$ cat config.mk
export PLATFORM = sky130hd
export DESIGN_NAME = binary_to_ascii_digits_unit
export DESIGN_NICKNAME = d
export VERILOG_FILES = /design/src/rtl/core/b2a_pkg.sv /design/src/rtl/core/b2a_dabble.sv /design/src/rtl/core/binary_to_ascii_digits_unit.sv
export SDC_FILE = /design/constraint.sdc
export NUM_CORES = 1
export LEC_CHECK = 0
export ABC_AREA = 0
export BUFFER_PORTS_ARGS = -buffer_cell sky130_fd_sc_hd__clkbuf_2
export CAP_MARGIN = 0
export CORE_ASPECT_RATIO = 0.8
export CORE_MARGIN = 2
export CORE_UTILIZATION = 61
export DETAILED_ROUTE_END_ITERATION = 10
export HOLD_SLACK_MARGIN = 0.15
export PLACE_DENSITY = 0.92
export SYNTH_ARGS = -nofsm -noshare
export SYNTH_HDL_FRONTEND = slang
export SYNTH_SLANG_ARGS = --single-unit
$ cat constraint.sdc
create_clock -name clk -period 6.8 [get_ports clk]
set_input_delay 1.36 -clock clk [delete_from_list [all_inputs] [get_ports clk]]
set_output_delay 1.36 -clock clk [all_outputs]
set_load 0.03 [all_outputs]
$ cat src/rtl/core/b2a_pkg.sv
package b2a_pkg;

    localparam int VALUE_W    = 32;
    localparam int NUM_DIGITS = 10;
    localparam int BCD_W      = 4 * NUM_DIGITS;
    localparam int CNT_W      = 6;
    localparam int IDX_W      = 4;

    localparam logic [CNT_W-1:0] NBITS_8  = CNT_W'(8);
    localparam logic [CNT_W-1:0] NBITS_16 = CNT_W'(16);
    localparam logic [CNT_W-1:0] NBITS_32 = CNT_W'(32);

    // index of the most significant digit for each width
    localparam logic [IDX_W-1:0] TOP_IDX_HEX8  = IDX_W'(1);
    localparam logic [IDX_W-1:0] TOP_IDX_DEC8  = IDX_W'(2);
    localparam logic [IDX_W-1:0] TOP_IDX_DEC16 = IDX_W'(4);
    localparam logic [IDX_W-1:0] TOP_IDX_DEC32 = IDX_W'(NUM_DIGITS - 1);

    localparam logic [7:0] ASCII_ZERO  = 8'h30;
    localparam logic [7:0] ASCII_A     = 8'h41;
    localparam logic [7:0] ASCII_PLUS  = 8'h2B;
    localparam logic [7:0] ASCII_MINUS = 8'h2D;

    typedef enum logic [2:0] {
        CMD_HEX8   = 3'd0,
        CMD_DEC8   = 3'd1,
        CMD_DEC16  = 3'd2,
        CMD_UDEC32 = 3'd3,
        CMD_SDEC32 = 3'd4
    } cmd_t;

    typedef enum logic [1:0] {
        ST_IDLE,
        ST_CONV,
        ST_EMIT
    } state_t;

    typedef struct packed {
        logic               start;
        logic [VALUE_W-1:0] value;   // msb-aligned, first bit to shift in at the top
        logic [CNT_W-1:0]   nbits;
    } conv_req_t;

    typedef struct packed {
        logic busy;
        logic done;
    } conv_stat_t;

    function automatic logic [7:0] hex_char(input logic [3:0] nib);
        logic [7:0] ch;
        if (nib <= 4'd9)
        begin
            ch = ASCII_ZERO + {4'b0000, nib};
        end
        else
        begin
            ch = ASCII_A + {4'b0000, nib - 4'd10};
        end
        return ch;
    endfunction

endpackage

$ cat src/rtl/core/b2a_dabble.sv
// bit-serial shift-add-3 binary to bcd
module b2a_dabble (
    input  logic                         clk,
    input  logic                         rst_n,
    input  b2a_pkg::conv_req_t           req,
    output b2a_pkg::conv_stat_t          stat,
    output logic [b2a_pkg::BCD_W-1:0]    bcd
);

    logic [b2a_pkg::VALUE_W-1:0] shift_reg, shift_next;
    logic [b2a_pkg::BCD_W-1:0]   bcd_reg, bcd_next;
    logic [b2a_pkg::BCD_W-1:0]   adj;
    logic [b2a_pkg::CNT_W-1:0]   cnt_reg, cnt_next;
    logic                        busy_reg, busy_next;
    logic                        done_reg, done_next;

    // add 3 to every digit of 5 or more before the shift
    always_comb
    begin
        for (int i = 0; i < b2a_pkg::NUM_DIGITS; i++)
        begin
            if (bcd_reg[4*i +: 4] >= 4'd5)
            begin
                adj[4*i +: 4] = bcd_reg[4*i +: 4] + 4'd3;
            end
            else
            begin
                adj[4*i +: 4] = bcd_reg[4*i +: 4];
            end
        end
    end

    always_comb
    begin
        shift_next = shift_reg;
        bcd_next   = bcd_reg;
        cnt_next   = cnt_reg;
        busy_next  = busy_reg;
        done_next  = 1'b0;
        if (req.start)
        begin
            shift_next = req.value;
            bcd_next   = '0;
            cnt_next   = req.nbits;
            busy_next  = 1'b1;
        end
        else if (busy_reg)
        begin
            shift_next = {shift_reg[b2a_pkg::VALUE_W-2:0], 1'b0};
            bcd_next   = {adj[b2a_pkg::BCD_W-2:0], shift_reg[b2a_pkg::VALUE_W-1]};
            cnt_next   = cnt_reg - 1'b1;
            if (cnt_reg == b2a_pkg::CNT_W'(1))
            begin
                busy_next = 1'b0;
                done_next = 1'b1;
            end
        end
    end

    always_ff @(posedge clk or negedge rst_n)
    begin
        if (!rst_n)
        begin
            busy_reg <= 1'b0;
            done_reg <= 1'b0;
            cnt_reg  <= '0;
        end
        else
        begin
            busy_reg <= busy_next;
            done_reg <= done_next;
            cnt_reg  <= cnt_next;
        end
    end

    always_ff @(posedge clk)
    begin
        shift_reg <= shift_next;
        bcd_reg   <= bcd_next;
    end

    assign stat.busy = busy_reg;
    assign stat.done = done_reg;
    assign bcd       = bcd_reg;

endmodule

$ cat src/rtl/core/binary_to_ascii_digits_unit.sv
// hex8 skips the converter and goes straight to its chars; decimal formats (nbits = 8, 16
//   or 32) first pass through the shift-add-3 converter, one bit per cycle
// one char per cycle once converted, while out_ready stays high; a request holds the block
//   until its final char is loaded, set by the serial converter and the single char port
// the next request is taken while the final char still waits in the output register
// reset: rst_n asynchronous, active low; clears control state, no output pending
module binary_to_ascii_digits_unit (
    input  logic        clk,
    input  logic        rst_n,
    input  logic        in_valid,
    output logic        in_ready,
    input  logic [2:0]  cmd,
    input  logic [31:0] value_bits,
    output logic        out_valid,
    input  logic        out_ready,
    output logic [7:0]  ascii_char,
    output logic        is_last
);

    b2a_pkg::state_t state_reg, state_next;

    logic                       in_fire;
    logic                       is_dec;
    logic                       load_ok;
    logic                       positive;
    logic [31:0]                mag;

    b2a_pkg::conv_req_t         conv_req;
    b2a_pkg::conv_stat_t        conv_stat;
    logic [b2a_pkg::BCD_W-1:0]  bcd;

    // per-request control
    logic                       hex_mode_reg, hex_mode_next;
    logic                       sign_pend_reg, sign_pend_next;
    logic                       sign_neg_reg, sign_neg_next;
    logic [b2a_pkg::IDX_W-1:0]  idx_reg, idx_next;
    logic [7:0]                 hex_reg, hex_next;
    logic [3:0]                 nib;

    // output register
    logic                       out_valid_reg, out_valid_next;
    logic [7:0]                 out_char_reg, out_char_next;
    logic                       out_last_reg, out_last_next;

    assign in_ready = (state_reg == b2a_pkg::ST_IDLE);
    assign in_fire  = in_valid && in_ready;

    // the output register can take a new char when empty or being drained
    assign load_ok  = !out_valid_reg || out_ready;

    // signed zero takes '-' like any non-positive value
    assign positive = (value_bits != 32'd0) && !value_bits[31];
    assign mag      = positive ? value_bits : 32'd0 - value_bits;

    // decimal formats go through the converter; hex and undefined codes skip it
    always_comb
    begin
        is_dec         = 1'b0;
        conv_req.value = '0;
        conv_req.nbits = b2a_pkg::NBITS_32;
        unique case (cmd)
            b2a_pkg::CMD_DEC8:
            begin
                is_dec         = 1'b1;
                conv_req.value = {value_bits[7:0], 24'd0};
                conv_req.nbits = b2a_pkg::NBITS_8;
            end
            b2a_pkg::CMD_DEC16:
            begin
                is_dec         = 1'b1;
                conv_req.value = {value_bits[15:0], 16'd0};
                conv_req.nbits = b2a_pkg::NBITS_16;
            end
            b2a_pkg::CMD_UDEC32:
            begin
                is_dec         = 1'b1;
                conv_req.value = value_bits;
            end
            b2a_pkg::CMD_SDEC32:
            begin
                is_dec         = 1'b1;
                conv_req.value = mag;
            end
            default:
            begin
                is_dec = 1'b0;
            end
        endcase
        conv_req.start = in_fire && is_dec;
    end

    b2a_dabble u_dabble (
        .clk   (clk),
        .rst_n (rst_n),
        .req   (conv_req),
        .stat  (conv_stat),
        .bcd   (bcd)
    );

    // next state
    always_comb
    begin
        state_next = state_reg;
        unique case (state_reg)
            b2a_pkg::ST_IDLE:
            begin
                if (in_fire && is_dec)
                begin
                    state_next = b2a_pkg::ST_CONV;
                end
                else if (in_fire && (cmd == b2a_pkg::CMD_HEX8))
                begin
                    state_next = b2a_pkg::ST_EMIT;
                end
            end
            b2a_pkg::ST_CONV:
            begin
                if (conv_stat.done)
                begin
                    state_next = b2a_pkg::ST_EMIT;
                end
            end
            b2a_pkg::ST_EMIT:
            begin
                if (load_ok && !sign_pend_reg && (idx_reg == '0))
                begin
                    state_next = b2a_pkg::ST_IDLE;
                end
            end
            default:
            begin
                state_next = b2a_pkg::ST_IDLE;
            end
        endcase
    end

    // digit currently selected for output
    always_comb
    begin
        if (hex_mode_reg)
        begin
            nib = idx_reg[0] ? hex_reg[7:4] : hex_reg[3:0];
        end
        else
        begin
            nib = bcd[{idx_reg, 2'b00} +: 4];
        end
    end

    // datapath and outputs
    always_comb
    begin
        hex_mode_next  = hex_mode_reg;
        sign_pend_next = sign_pend_reg;
        sign_neg_next  = sign_neg_reg;
        idx_next       = idx_reg;
        hex_next       = hex_reg;
        out_char_next  = out_char_reg;
        out_last_next  = out_last_reg;
        out_valid_next = out_valid_reg && !out_ready;

        unique case (state_reg)
            b2a_pkg::ST_IDLE:
            begin
                if (in_fire)
                begin
                    hex_mode_next  = (cmd == b2a_pkg::CMD_HEX8);
                    sign_pend_next = (cmd == b2a_pkg::CMD_SDEC32);
                    sign_neg_next  = !positive;
                    hex_next       = value_bits[7:0];
                    unique case (cmd)
                        b2a_pkg::CMD_HEX8:  idx_next = b2a_pkg::TOP_IDX_HEX8;
                        b2a_pkg::CMD_DEC8:  idx_next = b2a_pkg::TOP_IDX_DEC8;
                        b2a_pkg::CMD_DEC16: idx_next = b2a_pkg::TOP_IDX_DEC16;
                        default:            idx_next = b2a_pkg::TOP_IDX_DEC32;
                    endcase
                end
            end
            b2a_pkg::ST_CONV:
            begin
                idx_next = idx_reg;
            end
            b2a_pkg::ST_EMIT:
            begin
                if (load_ok)
                begin
                    out_valid_next = 1'b1;
                    if (sign_pend_reg)
                    begin
                        sign_pend_next = 1'b0;
                        out_char_next  = sign_neg_reg ? b2a_pkg::ASCII_MINUS
                                                      : b2a_pkg::ASCII_PLUS;
                        out_last_next  = 1'b0;
                    end
                    else
                    begin
                        out_char_next = hex_mode_reg ? b2a_pkg::hex_char(nib)
                                                     : b2a_pkg::ASCII_ZERO + {4'b0000, nib};
                        out_last_next = (idx_reg == '0);
                        idx_next      = idx_reg - 1'b1;
                    end
                end
            end
            default:
            begin
                idx_next = idx_reg;
            end
        endcase
    end

    always_ff @(posedge clk or negedge rst_n)
    begin
        if (!rst_n)
        begin
            state_reg     <= b2a_pkg::ST_IDLE;
            out_valid_reg <= 1'b0;
            sign_pend_reg <= 1'b0;
            hex_mode_reg  <= 1'b0;
            idx_reg       <= '0;
        end
        else
        begin
            state_reg     <= state_next;
            out_valid_reg <= out_valid_next;
            sign_pend_reg <= sign_pend_next;
            hex_mode_reg  <= hex_mode_next;
            idx_reg       <= idx_next;
        end
    end

    always_ff @(posedge clk)
    begin
        sign_neg_reg <= sign_neg_next;
        hex_reg      <= hex_next;
        out_char_reg <= out_char_next;
        out_last_reg <= out_last_next;
    end

    assign out_valid  = out_valid_reg;
    assign ascii_char = out_char_reg;
    assign is_last    = out_last_reg;

    // converter finishes only while we wait for it
    a_done_in_conv: assert property (@(posedge clk) disable iff (!rst_n)
        conv_stat.done |-> (state_reg == b2a_pkg::ST_CONV))
        else $error("converter done outside conversion state");

    // a new request never lands on a busy converter
    a_no_start_busy: assert property (@(posedge clk) disable iff (!rst_n)
        in_fire |-> !conv_stat.busy)
        else $error("request accepted while converter busy");

    // digit index stays inside the bcd word
    a_idx_range: assert property (@(posedge clk) disable iff (!rst_n)
        (state_reg == b2a_pkg::ST_EMIT) |-> (idx_reg < b2a_pkg::IDX_W'(b2a_pkg::NUM_DIGITS)))
        else $error("digit index out of range");

    // a sign char is never pending in hex mode
    a_sign_not_hex: assert property (@(posedge clk) disable iff (!rst_n)
        sign_pend_reg |-> !hex_mode_reg)
        else $error("sign pending in hex format");

endmodule

# [Word-level counts from Yosys, hierarchy flattened]
# Index checks and enable logic that the tools add are counted.
# W data, S select, Z words.
[word_totals] register_bits=107 wordCells=125 out_inout_bits=11
[classes] n_eq_ne=13 muxes=45 shift=1 n_addsub=16 reduce_logical=25 magnitude_cmp=11
[ops] op="$pmux W32 S4" count=1
[ops] op="$mux W32" count=3
[ops] op="$mux W4" count=14
[ops] op="$ge A4 B3 Y1 const B" count=10
[ops] op="$shiftx A40 B7 Y4" count=1
[ops] op="$add A4 B2 Y4 const B" count=9
[ops] op="$reduce_bool A32 Y1" count=1
[ops] op="$sub A1 B32 Y32 const A" count=1
[ops] op="$mux W8" count=3
[ops] op="$mux W6" count=2
[ops] op="$pmux W4 S3" count=1
[ops] op="$pmux W6 S2" count=1
[ops] op="$mux W1" count=11
[ops] op="$add A7 B4 Y8 const A" count=1
[ops] op="$mux W2" count=4
[ops] op="$pmux W4 S2" count=1
[ops] op="$add A6 B4 Y7 const A" count=1
[ops] op="$logic_and A1 B1 Y1" count=7
[ops] op="$eq A3 B2 Y1 const B" count=2
[ops] op="$eq A6 B1 Y1 const B" count=1
[ops] op="$mux W3" count=2
[ops] op="$ne A2 B2 Y1 const B" count=3
[ops] op="$pmux W2 S3" count=1
[ops] op="$reduce_and A3 Y1" count=2
[ops] op="other kinds (21)" count=28

# [Logic depth before layout (Yosys ltp)]
[depth] depth_word=7 ltp_mapped=15 depth_no_buf=12

# [Hierarchy]
# From an unflattened synthesis, not the netlist that was laid out.
[unflattened] hier_cells=815 area_unflattened_um2=7312.0
[by_module_without_submodules] mod="b2a_dabble" area_each_um2=4221.5 cells_each=418 seq_area_each_um2=1961.9 instances=1
[by_module_without_submodules] mod="binary_to_ascii_digits_unit" area_each_um2=3090.5 cells_each=397 seq_area_each_um2=735.7 instances=1

# [Worst setup path before layout]
# Ideal clock, no wire load.
[synth_path] kind="input -> register" from="input port value_bits[1]" to="register u_dabble.shift_reg[30] (netlist bit), data pin" setup_time_ns=0.271 path_stages=9 t_required_ns=6.529 slack_ns=3.102 arrival_ns=3.427 cell_sequence="inv_1 > ha_1 > or3b_4 > or3_4 > or3_1 > buf_2 > mux2_4 > a211oi_2 > a21oi_1"
[synth_between] elab_chain_cells=5 word_cells_on_any_way=6 classes_between="add/sub: 1; mux: 3; reduce/logical: 2"
[synth_lines] element="start: declaration" line_no="binary_to_ascii_digits_unit.sv:13" source="input logic [31:0] value_bits,"
[synth_lines] element="parallel branches: the longest is 2 deep, another holds $sub A1 B32 Y32"
[synth_lines] element="$mux W32 *" line_no="binary_to_ascii_digits_unit.sv:53" source="assign mag = positive ? value_bits : 32'd0 - value_bits;"
[synth_lines] element="$pmux W32 S4 *" line_no="binary_to_ascii_digits_unit.sv:61" source="unique case (cmd)"
[synth_lines] element="$mux W32 *" line_no="b2a_dabble.sv:40" source="if (req.start)"
[synth_lines] element="named net u_dabble.shift_next (one bit)" line_no="b2a_dabble.sv:10" source="logic [b2a_pkg::VALUE_W-1:0] shift_reg, shift_next;"
[synth_lines] element="end signal: assignment" line_no="b2a_dabble.sv:78" source="shift_reg <= shift_next;"
[synth_lines] element="end: declaration" line_no="b2a_dabble.sv:10"
# Mark *: on every way through the listed nets, which the timed path passes.
# A chain may end at the register's enable or synchronous reset.

# [Final worst setup path]
[layout_path] from="input port value_bits[1]" to="register u_dabble.shift_reg[9] (netlist bit), data pin"
# The elaborated chain is that of the path after synthesis.

==> reports/metrics.csv <==
stage,metric,value,unit
worst_setup_path,Worst path max stage delay,0.66,ns
clock_tree,postcts setup bufs,0,
global_route,Congestion Overflow GR,0,
worst_setup_path,CP endpoint kind,register,
timing,Final Worst Setup Slack,2.79,ns
synth,"EDFF count, synth",49,
global_route,first-pass GRT wire length,29700,um
power,peak supply drop,230,uV
worst_setup_path,Worst EP required,6.95,ns
placement,RePlAce Congestion,0.996,
synth,synthesized cell area,6870,um2
floorplanning,core area,10900,um2
global_route,initial antenna violation count,0,
hold_path,Hold Startpoint,u_dabble.done_reg$_DFF_PN0_,
detailed_routing,ANT nets after route,0,
placement,placed cell area,7140,um2
detailed_routing,DR iter-0 viols,907,
placement,HPWL Detailed,12700,um
worst_setup_path,Critical Path Start,value_bits[1],
synth,"top cells by area, synth","edfxtp_1, dfxtp_1, dfrtp_1",
synth,Synth Area per Inst,8.66,um2
clock_tree,clock sink count,106,
hold_path,Hold Path Class,reg2reg,
synth,syn nets,860,
timing,Tmin final,4.01,ns
finish,nets,877,
power,PD cells,444,nW/um2
timing,actual slew at the worst max-slew pin,1.04,ns
job,Max-cap violations,0,
detailed_routing,DR DRC count,0,
synth,Async SR Flop Fraction,16.0,%
finish,share of layout cells above drive strength 1,11.9,%
clock_tree,Num CTS Buffers,9,
worst_setup_path,CP Class,in2reg,
floorplanning,Die W,123,um
synth,Yosys cell types,69,
synth,Synth Register Bits,106,
detailed_routing,First-pass DRT Iterations,6,
worst_setup_path,critical path startpoint category,input port,
global_route,Tot GR Track Use,31.2,%
clock_tree,hold buffer count at CTS,0,
timing,RSZ-0062 raised after global routing,no,
timing,count of final setup violators,0,
worst_setup_path,worst path cell trace,"clkbuf_2, inv_1, ha_1, or3b_4, or3_4, o41a_1, clkinv_1, nand3_2, o311ai_1",
floorplanning,initial core utilization,62.8,%
timing,Final Max Slew Viols,0,
timing,Fmax,250,MHz
finish,Final Instance Area,7470,um2
synth,register area share after synthesis,39.3,%
global_route,vias in the first global route,5903,
worst_setup_path,WP buf/inv,3,
finish,P&R area growth vs syn,8.78,%
worst_setup_path,Slowest cell on crit path,o41a_1,
synth,share of Yosys cell area claimed by the top area cell type,21.4,%
outcome,status,finished clean,
worst_setup_path,critical path's top delay family,compound AO/OA/AOI/OAI gates,
clock_tree,clock buffer depth,2,
timing,setup tns final,0,ns
floorplanning,row count,34,
placement,# port buffers,48,
timing,"Hold Vio Cnt, Final",0,
clock_tree,Max H-tree Level,3,
synth,largest area contributor in the netlist,edfxtp_1,
synth,most common cell in the netlist,nor2_1,
floorplanning,die area,12100,um2
synth,synth cell count leaders,"nor2_1, a21oi_1, nand2_1, o21ai_0, edfxtp_1",
clock_tree,"CTS clk-pin slew, worst paths",0.07,ns
global_route,largest net degree at the start of global routing,43,
finish,fin util,68.3,%
timing,fin crit share,58.9,%
synth,Post-synth top flop,edfxtp_1,
synth,Syn Inst Count,793,
worst_setup_path,Worst Path Arrival,4.16,ns
worst_setup_path,Worst R2R Start,idx_reg[0]$_DFFE_PN0P_,
detailed_routing,via count,6334,
timing,slew margin rel.,30.7,%
clock_tree,CTS tree,done,
worst_setup_path,crit-path max FO,11,
floorplanning,# IOs,50,
floorplanning,Die Y,98.9,um
finish,max reg flops,40,
clock_tree,post-CTS sizing,0,
finish,antenna cells,0,
detailed_routing,Vias/cell,6.60,
clock_tree,Worst-Skew Late Latency,0.36,ns
timing,Clock Skew,0.00429,ns
power,LEAKAGE,3.01,nW
placement,DP Worst Slack,2.56,ns
synth,synth warn,0,
clock_tree,Clock Root Buffer,clkbuf_16,
finish,Filler Cells Inserted,826,
detailed_routing,Routed WL per cell,19.2,um
detailed_routing,WL final,18500,um
## power by group
part / switching (W) / total [W] / internal (W)
Combinational: 0.000919 / 0.00152 / 0.000606
Sequential: 0.000221 / 0.00122 / 0.00100
Clock: 0.000248 / 0.000574 / 0.000326
## metrics by stage
stage | hold WS (ns) | std cells | total power (W)
2_1_floorplan | 0.435 | 793 | 0.00233
5_1_grt | 0.535 | 959 | 0.00355
3_5_place_dp | 0.481 | 943 | 0.00270
3_3_place_gp | 0.453 | 943 | 0.00262
6_report | 0.491 | 959 | 0.00332
4_1_cts | 0.494 | 959 | 0.00329
## path summary, 6_finish.rpt
path	to	slack [ns]	cells after the start
max	u_dabble.shift_reg[9]$_DFFE_PP_	2.79	9
min	state_reg[0]$_DFFE_PN0P_	0.49	1
max reg2reg	ascii_char[1]$_DFFE_PP_	2.93	12
min reg2reg	state_reg[0]$_DFFE_PN0P_	0.49	1
max in group asynchronous	out_valid$_DFF_PN0_	5.53	1
min in group asynchronous	u_dabble.cnt_reg[1]$_DFFE_PN0P_	0.94	1
## worst reg2reg max path, cell delays in order, from the launching register on
cell     delay, ns
dfrtp_1       0.47
buf_4         0.37
mux4_2        0.59
nand2_1       0.10
o31a_1        0.13
a21oi_1       0.11
o21ai_0       0.45
ha_1          0.34
nor2_1        0.09
a21oi_1       0.22
a22oi_1       0.17
mux2_2        0.33
a221o_1       0.27
## final cells by class
cell class                 count  area [um2]  share of cell area [%]
clock buffer                   9         225                    3.02
timing repair buffer          56         300                    4.02
clock inverter                 7         101                    1.36
sequential                   106        2700                    36.1
inverter                      38         143                    1.91
multi-input combinational    599        3820                    51.2
tap                          144         180                    2.41
## cell families (layout without fill, tap and decap cells)
group / Yosys count / after routing / share of synthesized area (%)
adders and majority gates: 28 / 28 / 5.10
muxes: 42 / 42 / 7.31
DFF: 106 / 106 / 39.3
xor gates and xnor gates: 40 / 40 / 5.10
buffers and inverters: 88 / 110 / 5.07
other: 1 / 1 / 0.0546
and+or+nand+nor: 263 / 263 / 17.6
AOI/OAI and AO/OA: 225 / 225 / 20.5
## layout by cell type (no fill, tap or decap), types with 22 or more instances in the layout
| master | count |
|---|---|
| nor2_1 | 101 |
| a21oi_1 | 68 |
| nand2_1 | 62 |
| o21ai_0 | 62 |
| edfxtp_1 | 49 |
| clkbuf_2 | 48 |
| dfxtp_1 | 40 |
| inv_1 | 35 |
| nor3_1 | 30 |
| ha_1 | 28 |
| mux2i_1 | 25 |
| xnor2_1 | 22 |
## metal layers
layer	part of all wire, %	up-vias	global-route usage (%)
li1	-	2906	-
met1	42	2946	44.3
met4	2.3	0	9.90
met2	43	417	44.8
met5	0	-	0
met3	13	65	10.7
(Power assumes the default switching activity.)
